`config.mk`:
```
export PLATFORM = sky130hd
export DESIGN_NAME = radial_distance_histogram
export DESIGN_NICKNAME = d
export VERILOG_FILES = /design/src/rtl/rdh_pkg.sv /design/src/rtl/rdh_ctrl.sv /design/src/rtl/rdh_dp.sv /design/src/rtl/radial_distance_histogram.sv
export SDC_FILE = /design/constraint.sdc
export NUM_CORES = 2
export LEC_CHECK = 0
export ABC_AREA = 1
export BUFFER_PORTS_ARGS = -buffer_cell sky130_fd_sc_hd__clkbuf_2
export CORE_MARGIN = 2
export CORE_UTILIZATION = 37
export CTS_BUF_LIST = sky130_fd_sc_hd__clkbuf_16
export DETAILED_ROUTE_END_ITERATION = 12
export GPL_TIMING_DRIVEN = 0
export PLACE_DENSITY = 0.49
export SKIP_CTS_REPAIR_TIMING = 1
export SYNTH_ARGS = -nofsm -noshare
export SYNTH_HDL_FRONTEND = slang
export SYNTH_HIERARCHICAL = 1
export SYNTH_SLANG_ARGS = --single-unit
```
`constraint.sdc`:
```
create_clock -name clk -period 13.3 [get_ports clk]
set_input_delay 1.33 -clock clk [delete_from_list [all_inputs] [get_ports clk]]
set_output_delay 1.33 -clock clk [all_outputs]
set_load 0.02 [all_outputs]
```
`src/rtl/rdh_pkg.sv`:
```
package rdh_pkg;

	localparam int COORD_RAW_W = 16;
	localparam int COUNT_W     = 16;
	localparam int BINS_W      = 7;
	localparam int BIN_NUM_W   = 6;
	localparam int CFG_IDX_W   = 1;
	localparam int CFG_DATA_W  = 16;

	localparam logic [CFG_IDX_W-1:0] CFG_BIN_WIDTH   = 1'b0;
	localparam logic [CFG_IDX_W-1:0] CFG_BINS_IN_USE = 1'b1;

	localparam logic [CFG_DATA_W-1:0] BIN_WIDTH_RST   = 16'd1;
	localparam logic [BINS_W-1:0]     BINS_IN_USE_RST = 7'd64;
	localparam logic [COUNT_W-1:0]    COUNT_MAX       = 16'hFFFF;

	typedef struct packed {
		logic signed [COORD_RAW_W-1:0] pos_x;
		logic signed [COORD_RAW_W-1:0] pos_y;
		logic signed [COORD_RAW_W-1:0] pos_z;
		logic                          final_particle;
	} in_beat_t;

	typedef struct packed {
		logic [BIN_NUM_W-1:0] bin_number;
		logic [COUNT_W-1:0]   bin_count;
		logic [COUNT_W-1:0]   dropped_count;
		logic                 last_bin;
	} out_beat_t;

	typedef struct packed {
		logic load;
		logic sq_mul;
		logic sq_acc;
		logic sqrt_step;
		logic div_step;
		logic upd_rd;
		logic upd_wr;
		logic ro_issue;
	} dp_cmd_t;

	typedef enum logic [2:0] {
		ST_IDLE,
		ST_SQ,
		ST_SQRT,
		ST_DIV,
		ST_UPD_RD,
		ST_UPD_WR,
		ST_RO
	} state_t;

endpackage

```
`src/rtl/rdh_ctrl.sv`:
```
module rdh_ctrl #(
	parameter int COORD_WIDTH = 16
) (
	input  logic              clk,
	input  logic              arst_n,
	input  logic              start,
	input  logic              final_particle,
	input  logic              ro_last,
	output logic              busy,
	output rdh_pkg::dp_cmd_t  cmd
);

	localparam int CNTW    = $clog2(COORD_WIDTH + 1);
	localparam int SQ_LAST = 3;

	rdh_pkg::state_t state_q, state_d;
	logic [CNTW-1:0] cnt_q, cnt_d;
	logic            fin_q, fin_d;

	always_ff @(posedge clk or negedge arst_n) begin
		if (!arst_n) begin
			state_q <= rdh_pkg::ST_IDLE;
			cnt_q   <= '0;
			fin_q   <= 1'b0;
		end else begin
			state_q <= state_d;
			cnt_q   <= cnt_d;
			fin_q   <= fin_d;
		end
	end

	always_comb begin
		state_d = state_q;
		cnt_d   = cnt_q;
		fin_d   = fin_q;
		cmd     = '0;
		busy    = 1'b1;
		unique case (state_q)
			rdh_pkg::ST_IDLE: begin
				busy = 1'b0;
				if (start) begin
					cmd.load = 1'b1;
					fin_d    = final_particle;
					cnt_d    = '0;
					state_d  = rdh_pkg::ST_SQ;
				end
			end
			rdh_pkg::ST_SQ: begin
				cmd.sq_mul = (cnt_q < CNTW'(SQ_LAST));
				cmd.sq_acc = (cnt_q != '0);
				if (cnt_q == CNTW'(SQ_LAST)) begin
					cnt_d   = '0;
					state_d = rdh_pkg::ST_SQRT;
				end else begin
					cnt_d = cnt_q + 1'b1;
				end
			end
			rdh_pkg::ST_SQRT: begin
				cmd.sqrt_step = 1'b1;
				if (cnt_q == CNTW'(COORD_WIDTH)) begin
					cnt_d   = '0;
					state_d = rdh_pkg::ST_DIV;
				end else begin
					cnt_d = cnt_q + 1'b1;
				end
			end
			rdh_pkg::ST_DIV: begin
				cmd.div_step = 1'b1;
				if (cnt_q == CNTW'(COORD_WIDTH)) begin
					cnt_d   = '0;
					state_d = rdh_pkg::ST_UPD_RD;
				end else begin
					cnt_d = cnt_q + 1'b1;
				end
			end
			rdh_pkg::ST_UPD_RD: begin
				cmd.upd_rd = 1'b1;
				state_d    = rdh_pkg::ST_UPD_WR;
			end
			rdh_pkg::ST_UPD_WR: begin
				cmd.upd_wr = 1'b1;
				state_d    = fin_q ? rdh_pkg::ST_RO : rdh_pkg::ST_IDLE;
			end
			rdh_pkg::ST_RO: begin
				cmd.ro_issue = 1'b1;
				if (ro_last) begin
					state_d = rdh_pkg::ST_IDLE;
				end
			end
			default: begin
				state_d = rdh_pkg::ST_IDLE;
			end
		endcase
	end

endmodule

```
`src/rtl/rdh_dp.sv`:
```
module rdh_dp #(
	parameter int NUM_BINS    = 64,
	parameter int COORD_WIDTH = 16
) (
	input  logic                               clk,
	input  logic                               arst_n,
	input  rdh_pkg::in_beat_t                  item,
	input  rdh_pkg::dp_cmd_t                   cmd,
	input  logic [rdh_pkg::CFG_DATA_W-1:0]     wdiv,
	input  logic [rdh_pkg::BINS_W-1:0]         nb,
	output logic                               ro_last,
	output logic                               strobe,
	output rdh_pkg::out_beat_t                 result
);

	localparam int MW   = COORD_WIDTH;
	localparam int SUMW = 2 * MW + 2;
	localparam int RW   = MW + 1;
	localparam int REMW = RW + 1;
	localparam int BW   = (NUM_BINS > 1) ? $clog2(NUM_BINS) : 1;
	localparam int CMPW = (RW > rdh_pkg::BINS_W) ? RW : rdh_pkg::BINS_W;
	localparam int DW   = rdh_pkg::CFG_DATA_W;
	localparam int CW   = rdh_pkg::COUNT_W;

	logic [MW-1:0]   mx_q, my_q, mz_q;
	logic [MW-1:0]   cx, cy, cz;
	logic [2*MW-1:0] prod_s1;
	logic [SUMW-1:0] acc_q;
	logic [RW-1:0]   root_q;
	logic [REMW-1:0] rem_q;
	logic [DW-1:0]   drem_q;

	logic [REMW+1:0] rem_sh, trial;
	logic [REMW-1:0] rem_nx;
	logic            sq_ge;
	logic [DW:0]     dt;
	logic            dv_ge;
	logic [DW-1:0]   drem_nx;
	logic            in_range;

	logic [CW-1:0]   mem_q [NUM_BINS];
	logic [NUM_BINS-1:0] vld_q;
	logic [CW-1:0]   rd_q;
	logic            rv_q;
	logic [BW-1:0]   idx_q;
	logic            inr_q;
	logic [BW-1:0]   rd_addr;
	logic [CW-1:0]   cur, inc;
	logic [CW-1:0]   dropped_q;

	logic [rdh_pkg::BINS_W-1:0] ro_cnt_q;
	logic [rdh_pkg::BINS_W-1:0] num_s1;
	logic                       last_s1;
	logic [CW-1:0]              drop_s1;
	logic                       strobe_s1;

	function automatic logic [MW-1:0] mag(input logic [MW-1:0] v);
		mag = v[MW-1] ? MW'(~v + 1'b1) : v;
	endfunction

	assign cx = mag(MW'($unsigned(item.pos_x)));
	assign cy = mag(MW'($unsigned(item.pos_y)));
	assign cz = mag(MW'($unsigned(item.pos_z)));

	// one root digit per step
	always_comb begin
		rem_sh = {rem_q, acc_q[SUMW-1 -: 2]};
		trial  = (REMW + 2)'({root_q, 2'b01});
		sq_ge  = (rem_sh >= trial);
		rem_nx = sq_ge ? REMW'(rem_sh - trial) : REMW'(rem_sh);
	end

	// one quotient bit per step, quotient shifts into root_q
	always_comb begin
		dt      = {drem_q, root_q[RW-1]};
		dv_ge   = (dt >= {1'b0, wdiv});
		drem_nx = dv_ge ? DW'(dt - {1'b0, wdiv}) : dt[DW-1:0];
	end

	assign in_range = (CMPW'(root_q) < CMPW'(nb));
	assign rd_addr  = cmd.ro_issue ? ro_cnt_q[BW-1:0] : root_q[BW-1:0];
	assign ro_last  = (ro_cnt_q + 1'b1 == nb);
	assign cur      = rv_q ? rd_q : '0;
	assign inc      = (cur == rdh_pkg::COUNT_MAX) ? cur : cur + 1'b1;

	always_ff @(posedge clk) begin
		if (cmd.load) begin
			mx_q <= cx;
			my_q <= cy;
			mz_q <= cz;
		end else if (cmd.sq_mul) begin
			mx_q <= my_q;
			my_q <= mz_q;
		end
		if (cmd.sq_mul) begin
			prod_s1 <= mx_q * mx_q;
		end
		if (cmd.load) begin
			acc_q <= '0;
		end else if (cmd.sq_acc) begin
			acc_q <= acc_q + SUMW'(prod_s1);
		end else if (cmd.sqrt_step) begin
			acc_q <= acc_q << 2;
		end
		if (cmd.load) begin
			root_q <= '0;
			rem_q  <= '0;
			drem_q <= '0;
		end else if (cmd.sqrt_step) begin
			rem_q  <= rem_nx;
			root_q <= {root_q[RW-2:0], sq_ge};
		end else if (cmd.div_step) begin
			drem_q <= drem_nx;
			root_q <= {root_q[RW-2:0], dv_ge};
		end
		if (cmd.upd_rd) begin
			idx_q <= root_q[BW-1:0];
			inr_q <= in_range;
		end
		if (cmd.upd_wr && inr_q) begin
			mem_q[idx_q] <= inc;
		end
		if (cmd.upd_rd || cmd.ro_issue) begin
			rd_q <= mem_q[rd_addr];
			rv_q <= vld_q[rd_addr];
		end
		if (cmd.ro_issue) begin
			num_s1  <= ro_cnt_q;
			last_s1 <= ro_last;
			drop_s1 <= dropped_q;
		end
	end

	always_ff @(posedge clk or negedge arst_n) begin
		if (!arst_n) begin
			vld_q     <= '0;
			dropped_q <= '0;
			ro_cnt_q  <= '0;
			strobe_s1 <= 1'b0;
		end else begin
			strobe_s1 <= cmd.ro_issue;
			if (cmd.upd_wr) begin
				if (inr_q) begin
					vld_q[idx_q] <= 1'b1;
				end else if (dropped_q != rdh_pkg::COUNT_MAX) begin
					dropped_q <= dropped_q + 1'b1;
				end
			end
			if (cmd.ro_issue) begin
				if (ro_last) begin
					ro_cnt_q  <= '0;
					vld_q     <= '0;
					dropped_q <= '0;
				end else begin
					ro_cnt_q <= ro_cnt_q + 1'b1;
				end
			end
		end
	end

	assign strobe               = strobe_s1;
	assign result.bin_number    = rdh_pkg::BIN_NUM_W'(num_s1);
	assign result.bin_count     = cur;
	assign result.dropped_count = drop_s1;
	assign result.last_bin      = last_s1;

endmodule

```
`src/rtl/radial_distance_histogram.sv`:
```
// Radial distance histogram.
// Input: one particle per beat on item, taken at a clock edge with start high
// and busy low. Each particle's radius, floor(sqrt(x^2+y^2+z^2)), is divided
// by bin_width and counted in its bin, or in the dropped counter when the bin
// is at or beyond bins_in_use. Counts saturate at 65535.
// Timing: busy is high after a start beat while the particle is worked on:
// the squares on one shared multiplier, the digit-serial square root and the
// restoring divide, then the read-modify-write of the bin store. Only then,
// with busy low again, is the next particle taken.
// A particle with final_particle set is counted, then every bin in use is
// read out one beat per cycle on result, marked by strobe, in bin order,
// with last_bin on the final beat; busy stays high until the last read is
// issued, and each beat comes in the cycle after its read. The store and
// dropped counter are then empty again.
// Results cannot be held off: each beat is valid for one cycle only.
// Configuration (cfg_we, cfg_index, cfg_data) must be written only while
// idle; the block itself does not enforce it.
// Reset clears the store and counter and sets bin_width 1, bins_in_use 64.
module radial_distance_histogram #(
	parameter int NUM_BINS    = 64,
	parameter int COORD_WIDTH = 16
) (
	input  logic                                clk,
	input  logic                                arst_n,
	input  logic                                start,
	output logic                                busy,
	input  rdh_pkg::in_beat_t                   item,
	input  logic                                cfg_we,
	input  logic [rdh_pkg::CFG_IDX_W-1:0]       cfg_index,
	input  logic [rdh_pkg::CFG_DATA_W-1:0]      cfg_data,
	output logic                                strobe,
	output rdh_pkg::out_beat_t                  result
);

	localparam int BN = rdh_pkg::BINS_W;

	logic [rdh_pkg::CFG_DATA_W-1:0] bin_width_q;
	logic [BN-1:0]                  bins_q;
	logic [rdh_pkg::CFG_DATA_W-1:0] wdiv;
	logic [BN-1:0]                  nb;
	logic                           ro_last;
	rdh_pkg::dp_cmd_t               cmd;

	always_ff @(posedge clk or negedge arst_n) begin
		if (!arst_n) begin
			bin_width_q <= rdh_pkg::BIN_WIDTH_RST;
			bins_q      <= rdh_pkg::BINS_IN_USE_RST;
		end else if (cfg_we) begin
			unique case (cfg_index)
				rdh_pkg::CFG_BIN_WIDTH:   bin_width_q <= cfg_data;
				rdh_pkg::CFG_BINS_IN_USE: bins_q      <= cfg_data[BN-1:0];
				default: ;
			endcase
		end
	end

	assign wdiv = (bin_width_q == '0) ? rdh_pkg::CFG_DATA_W'(1) : bin_width_q;

	always_comb begin
		if (bins_q == '0) begin
			nb = BN'(1);
		end else if (bins_q > BN'(NUM_BINS)) begin
			nb = BN'(NUM_BINS);
		end else begin
			nb = bins_q;
		end
	end

	rdh_ctrl #(
		.COORD_WIDTH (COORD_WIDTH)
	) u_ctrl (
		.clk            (clk),
		.arst_n         (arst_n),
		.start          (start),
		.final_particle (item.final_particle),
		.ro_last        (ro_last),
		.busy           (busy),
		.cmd            (cmd)
	);

	rdh_dp #(
		.NUM_BINS    (NUM_BINS),
		.COORD_WIDTH (COORD_WIDTH)
	) u_dp (
		.clk     (clk),
		.arst_n  (arst_n),
		.item    (item),
		.cmd     (cmd),
		.wdiv    (wdiv),
		.nb      (nb),
		.ro_last (ro_last),
		.strobe  (strobe),
		.result  (result)
	);

endmodule

```
# Yosys cells after proc, flatten, opt, wreduce, memory -nomap -nowiden
# Memory sizes are Yosys's and may differ from the RTL's. A register that Yosys moved wholly into a read port is not among the register bits.
# Index checks and enable logic that the tools add are counted.
[word_totals]
reg_bits = 316
ramBits = 1024
out_inout_bits = 41
memories = 1
[op_classes]
n_addsub = 10
mul = 1
n_lt_le_gt_ge = 8
n_eq_ne = 16
mux = 55
bitwise = 6
reduce_logical = 18
[mem_list]
columns = ["name", "depth", "word_bits", "rd", "rd_ports_with_merged_regs", "wr", "line", "rtl"]
rows = [
  ["u_dp.mem_q", 64, 16, 1, 1, 1, "rdh_dp.sv:41", "logic [CW-1:0] mem_q [NUM_BINS];"],
]
[op_table]
columns = ["op", "n"]
rows = [
  ["two-way mux 64 bit", 4],
  ["two-way mux 16 bit", 15],
  ["adder 16 x 1 -> 16 bit, second input constant", 5],
  ["two-way mux 34 bit", 2],
  ["OR 64 bit", 1],
  ["inverter 16 bit", 3],
  ["adder 34 x 32 -> 34 bit", 1],
  ["two-way mux 17 bit", 2],
  ["multiplier 16 x 16 -> 32 bit", 1],
  ["two-way mux 7 bit", 3],
  ["case mux 3 bit (7 select lines)", 1],
  [">= comparator 20 x 19 -> 1 bit", 1],
  ["two-way mux 18 bit", 1],
  ["two-way mux 3 bit", 6],
  ["subtractor 18 bit", 1],
  [">= comparator 17 x 16 -> 1 bit", 1],
  ["less-than comparator 17 x 7 -> 1 bit", 1],
  ["== test 16 bit, second input constant", 1],
  ["logical NOT 16 bit", 1],
  ["inequality test 16 bit, second input constant", 1],
  ["subtractor 16 bit", 1],
  ["two-way mux 15 bit", 1],
  ["two-way mux 5 bit", 3],
  ["case mux 5 bit (3 select lines)", 1],
  ["other kinds (30)", 56],
]

# Depth between registers and ports, before layout
[logic_depth]
depth_word = 9
ltp_mapped = 26
mapped_depth_nobuf = 24

# By module
# Netlist, hierarchy kept.
[modules_own_cells]
columns = ["mod", "instances", "cells_per_inst", "area_per_inst_um2", "seq_area_each_um2"]
rows = [
  ["rdh_dp", 1, 6472, 66219.8, 38436.9],
  ["radial_distance_histogram", 1, 145, 1132.3, 578.1],
  ["rdh_ctrl", 1, 84, 589.3, 225.2],
]

# Worst setup path before layout
# No wires, ideal clock.
[synth_timing]
path_kind = "register to register"
startpoint = "register u_dp.mx_q[11]"
endpoint = "register u_dp.prod_s1[28] (data pin)"
setup_time_ns = 0.259
arrival_ns = 5.176
required_ns = 13.041
path_slack_ns = 7.865
stages_incl_launch_ff = 21
period_less_slack_ns = 5.435
cell_sequence = "edfxtp_1 -> clkbuf_1 -> clkbuf_1 -> nand2_1 -> fa_1 -> fa_1 -> inv_1 -> fa_1 -> fa_1 -> fa_1 -> inv_1 -> fa_1 -> inv_1 -> ha_1 -> a21oi_1 -> o21ai_0 -> a21oi_1 -> nand3_1 -> nand2_1 -> nand3b_1 -> xor2_1"
[synth_via]
elab_chain_cells = 1
[synth_rtl]
columns = ["element", "line", "rtl"]
rows = [
  ["from (decl)", "rdh_dp.sv:25", "logic [MW-1:0] mx_q, my_q, mz_q;"],
  ["from (signal assigned)", "rdh_dp.sv:92", "mx_q <= my_q;"],
  ["multiplier 16 x 16 -> 32 bit", "rdh_dp.sv:96", "prod_s1 <= mx_q * mx_q;"],
  ["to (signal assigned)", "rdh_dp.sv:96", ""],
  ["to (decl)", "rdh_dp.sv:27", "logic [2*MW-1:0] prod_s1;"],
]
# No other way between the ends.
# A chain may end at the register's enable or synchronous reset.

# Worst setup path after layout
# Ends and elaborated chain as after synthesis.

==> PnR_summary.wiki <==
{| class="wikitable"
! Metric !! Value
|-
| Worst EP arrival || 7.28 ns
|-
| Leading register cell type out of synthesis || sky130_fd_sc_hd__edfxtp_1
|-
| Number of global-route vias before repair || 49610
|-
| Max-cap check violation count || 0
|-
| Post-synthesis cell type count || 51
|-
| Period Utilization, post-route || between 50 and 60%
|-
| Net count after synthesis || around 7100
|-
| Initial antenna violation count || 9
|-
| Number of detailed-route iterations in the first pass || 7
|-
| Worst Setup SP || u_dp/mx_q[11]
|-
| Final setup vio count || 0
|-
| Post-DRT Antenna Nets || 0
|-
| Fraction of registers with async set/reset || ~8.9%
|-
| Wire length of the first global-routing pass || 339.6 mm
|-
| Final net count || roughly 7500
|-
| Outcome || complete, no violations
|-
| Worst Path Max Fanout || 10
|-
| Share of the yosys chip area belonging to registers || 57.76%
|-
| Overflow left after global routing || 0
|-
| Clock input transition at the sequential cells of the worst setup and hold paths || 0.05 ns
|-
| Number of instances in the synthesized netlist || between 6000 and 7000
|-
| Req. time, crit path || around 14 ns
|-
| Cell Chain, Critical Path || clkbuf_1 > clkbuf_1 > nand2_1 > fa_1 > fa_1 > inv_1 > fa_1 > fa_1 > fa_1 > inv_1 > fa_1 > inv_1 > ha_1 > a21oi_1 > o21ai_0 > a21oi_1 > nand3_1 > nand2_1 > nand3b_1 > xor2_1
|-
| Most frequent cell on the critical path || sky130_fd_sc_hd__fa_1
|-
| Root buffer cell || sky130_fd_sc_hd__clkbuf_16
|-
| Initial standard-cell utilization of the core || a little under two fifths
|-
| Crit path buffers/inverters || 5
|-
| Synth-to-layout area growth || 15.57%
|-
| IO buf count || 110
|-
| Minimum period implied by the final worst setup slack || between 6 and 7 ns
|-
| Wire per inst || 24.48 um
|-
| Mean instance size in the synthesized netlist || 10.14 um^2
|-
| Half-perimeter wire length of the detailed placement result || approximately 170 mm
|-
| Cell with the largest stage delay on the worst path || sky130_fd_sc_hd__clkbuf_1
|-
| Worst slew pin tran || roughly 1.5 ns
|-
| Most frequent cells in the layout || sky130_fd_sc_hd__edfxtp_1, sky130_fd_sc_hd__nand2_1, sky130_fd_sc_hd__inv_1
|-
| Clock sink total || roughly 1400
|-
| Critical path endpoint category || register
|-
| Total count of max-transition violations in the final report || 0
|-
| Critical Path Max Stage Delay || approximately 0.62 ns
|-
| Achievable clock frequency || roughly 150 MHz
|-
| Placeable core region || 182700 um^2
|-
| Die Height || around 430 um
|-
| Flip-flop and latch count after synthesis || roughly 1400
|-
| Number of synthesized flops with an enable pin || around 1200
|-
| Setup Crit Path Kind || register to register
|-
| Yosys warnings || 6
|-
| Most common library cell in the layout ignoring fill and taps || sky130_fd_sc_hd__edfxtp_1
|-
| Class of the worst hold path || register to register
|-
| Final clock skew || about 0.036 ns
|-
| DIE AREA || approximately 190000 um^2
|-
| TritonCTS clock tree || yes
|-
| Share of layout cells above drive strength 1 || about 9.1%
|-
| Total number of vias || around 52000
|-
| Unrepaired setup endpoints after global routing || false
|-
| GR Util All Layers || between 20% and 30%
|-
| DR iter-0 viols || 5514
|-
| Clk_lat worst skew || a little over 0.8 ns
|-
| Max-Slew Margin vs Limit || less than 1%
|-
| Die boundary width || about 430 um
|-
| Number of buffers added by the clock tree synthesis step || roughly 160
|-
| Final GP Congestion || between 1 and 1.5
|-
| Maximum number of pins on one net before global-route repair || 79
|-
| Via/cell ratio || 5.386
|-
| Maximum clock insertion buffer count || 3
|-
| CP Launch Type || register
|-
| Family with the most delay on the worst path || adder cells
|-
| Final-report hold violation count || 0
|-
| Number of remaining DRC errors || 0
|-
| Io pins || 111
|-
| Total negative slack for setup checks || 0 ns
|-
| Total wirelength of the detailed-routed design || 234.2 mm
|-
| Hold path start || u_dp/ro_cnt_q[2]
|-
| H-tree depth reported by CTS || 4
|-
| Cell area after synthesis || around 68000 um^2
|-
| Site row count || between 150 and 200
|-
| Startpoint of the worst-slack reg-to-reg timing path || u_dp/mx_q[11]
|}
-- cell type report --
type                       instances  area, um^2
antenna                            3       7.507
fill                           17580      104200
sequential                      1355       39240
clock buffer                     159        3979
clock inverter                   123       823.3
multi-input combinational       4140       24500
inverter                         859        3224
buffer                           347        1456
timing repair buffer             197        2303
tap                             2385        2984
-- cell usage after synthesis (29+ instances only) --
| library cell | n | area share, % |
|---|---|---|
| sky130_fd_sc_hd__edfxtp_1 | 1150 | 51 |
| sky130_fd_sc_hd__nand2_1 | 898 | 5.0 |
| sky130_fd_sc_hd__inv_1 | 819 | 4.5 |
| sky130_fd_sc_hd__nor2_1 | 771 | 4.3 |
| sky130_fd_sc_hd__o21ai_0 | 718 | 5.3 |
| sky130_fd_sc_hd__nand3_1 | 425 | 3.1 |
| sky130_fd_sc_hd__a21oi_1 | 363 | 2.7 |
| sky130_fd_sc_hd__o211ai_1 | 272 | 3.0 |
| sky130_fd_sc_hd__clkbuf_1 | 256 | 1.4 |
| sky130_fd_sc_hd__ha_1 | 179 | 3.3 |
| sky130_fd_sc_hd__fa_1 | 163 | 4.8 |
| sky130_fd_sc_hd__dfrtp_1 | 118 | 4.3 |
| sky130_fd_sc_hd__xor2_1 | 95 | 1.2 |
| sky130_fd_sc_hd__dfxtp_1 | 85 | 2.5 |
| sky130_fd_sc_hd__buf_2 | 57 | 0.42 |
| sky130_fd_sc_hd__nand4_1 | 43 | 0.40 |
| sky130_fd_sc_hd__o21ai_2 | 39 | 0.50 |
| sky130_fd_sc_hd__inv_2 | 37 | 0.20 |
| sky130_fd_sc_hd__nor3_1 | 31 | 0.23 |
| sky130_fd_sc_hd__xnor2_1 | 29 | 0.37 |
-- worst register-to-register path, stage by stage (launching register included) --
cell and delay (ns):
sky130_fd_sc_hd__edfxtp_1 0.34, sky130_fd_sc_hd__clkbuf_1 0.52, sky130_fd_sc_hd__clkbuf_1 0.63, sky130_fd_sc_hd__nand2_1 0.25, sky130_fd_sc_hd__fa_1 0.56, sky130_fd_sc_hd__fa_1 0.54
sky130_fd_sc_hd__inv_1 0.06, sky130_fd_sc_hd__fa_1 0.50, sky130_fd_sc_hd__fa_1 0.47, sky130_fd_sc_hd__fa_1 0.51, sky130_fd_sc_hd__inv_1 0.05, sky130_fd_sc_hd__fa_1 0.47
sky130_fd_sc_hd__inv_1 0.04, sky130_fd_sc_hd__ha_1 0.34, sky130_fd_sc_hd__a21oi_1 0.21, sky130_fd_sc_hd__o21ai_0 0.16, sky130_fd_sc_hd__a21oi_1 0.20, sky130_fd_sc_hd__nand3_1 0.24
sky130_fd_sc_hd__nand2_1 0.14, sky130_fd_sc_hd__nand3b_1 0.10, sky130_fd_sc_hd__xor2_1 0.16
-- flip-flops by register name, summed over array words and instances (netlist names), 17 cells and up --
| signal | count |
|---|---|
| u_dp/prod_s1 | 31 |
| u_dp/rem_q | 18 |
| u_dp/vld_q | 64 |
| u_dp/mem_q | 1024 |
| u_dp/acc_q | 34 |
| u_dp/root_q | 17 |
-- logic make-up (layout without fill, tap and decap cells) --
family          after synthesis  count (layout)  share of synthesized area (%)
fa+ha+maj                   342             342                          8.099
compound gates             1456            1456                          12.14
xor+xnor                    126             126                          1.646
buf+inv                    1206            1685                          6.886
other cells                   0               3                              0
flops                      1355            1355                          57.76
simple gates               2216            2216                          13.47
-- routing by layer --
metal / wire (um) / vias to the layer above / GRT usage [%]
met1: 103900 / 25610 / 35.54
li1: - / 23600 / -
met2: 103700 / 1980 / 38.11
met3: 18620 / 349 / 4.498
met5: 115 / - / 0.4424
met4: 7781 / 2 / 8.592
-- final timing paths --
path                                    end  slack [ns]  cells past startpoint
min                          u_dp/num_s1[2]        0.46                      0
max reg2reg                u_dp/prod_s1[28]        6.54                     20
max                        u_dp/prod_s1[28]        6.54                     20
max in group asynchronous    bin_width_q[0]       11.94                      2
min in group asynchronous    u_dp/vld_q[12]        0.48                      1
min reg2reg                  u_dp/num_s1[2]        0.46                      0
-- per-stage QoR --
step	setup WS, ns	instances	area (um^2)	util (%)	hold slack [ns]
4_1_cts	6.548	9565	78510	42.98	0.4460
5_1_grt	6.272	9566	78520	42.98	0.4716
3_5_place_dp	6.586	9283	73710	40.35	0.4508
2_1_floorplan	7.865	6701	67940	-	0.4196
3_3_place_gp	3.202	9196	71480	39.12	0.4599
6_report	6.542	9568	78520	42.98	0.4622
Power is not shown: default switching activity piles up to over one toggle a cycle in this logic, so the estimate is an artifact.
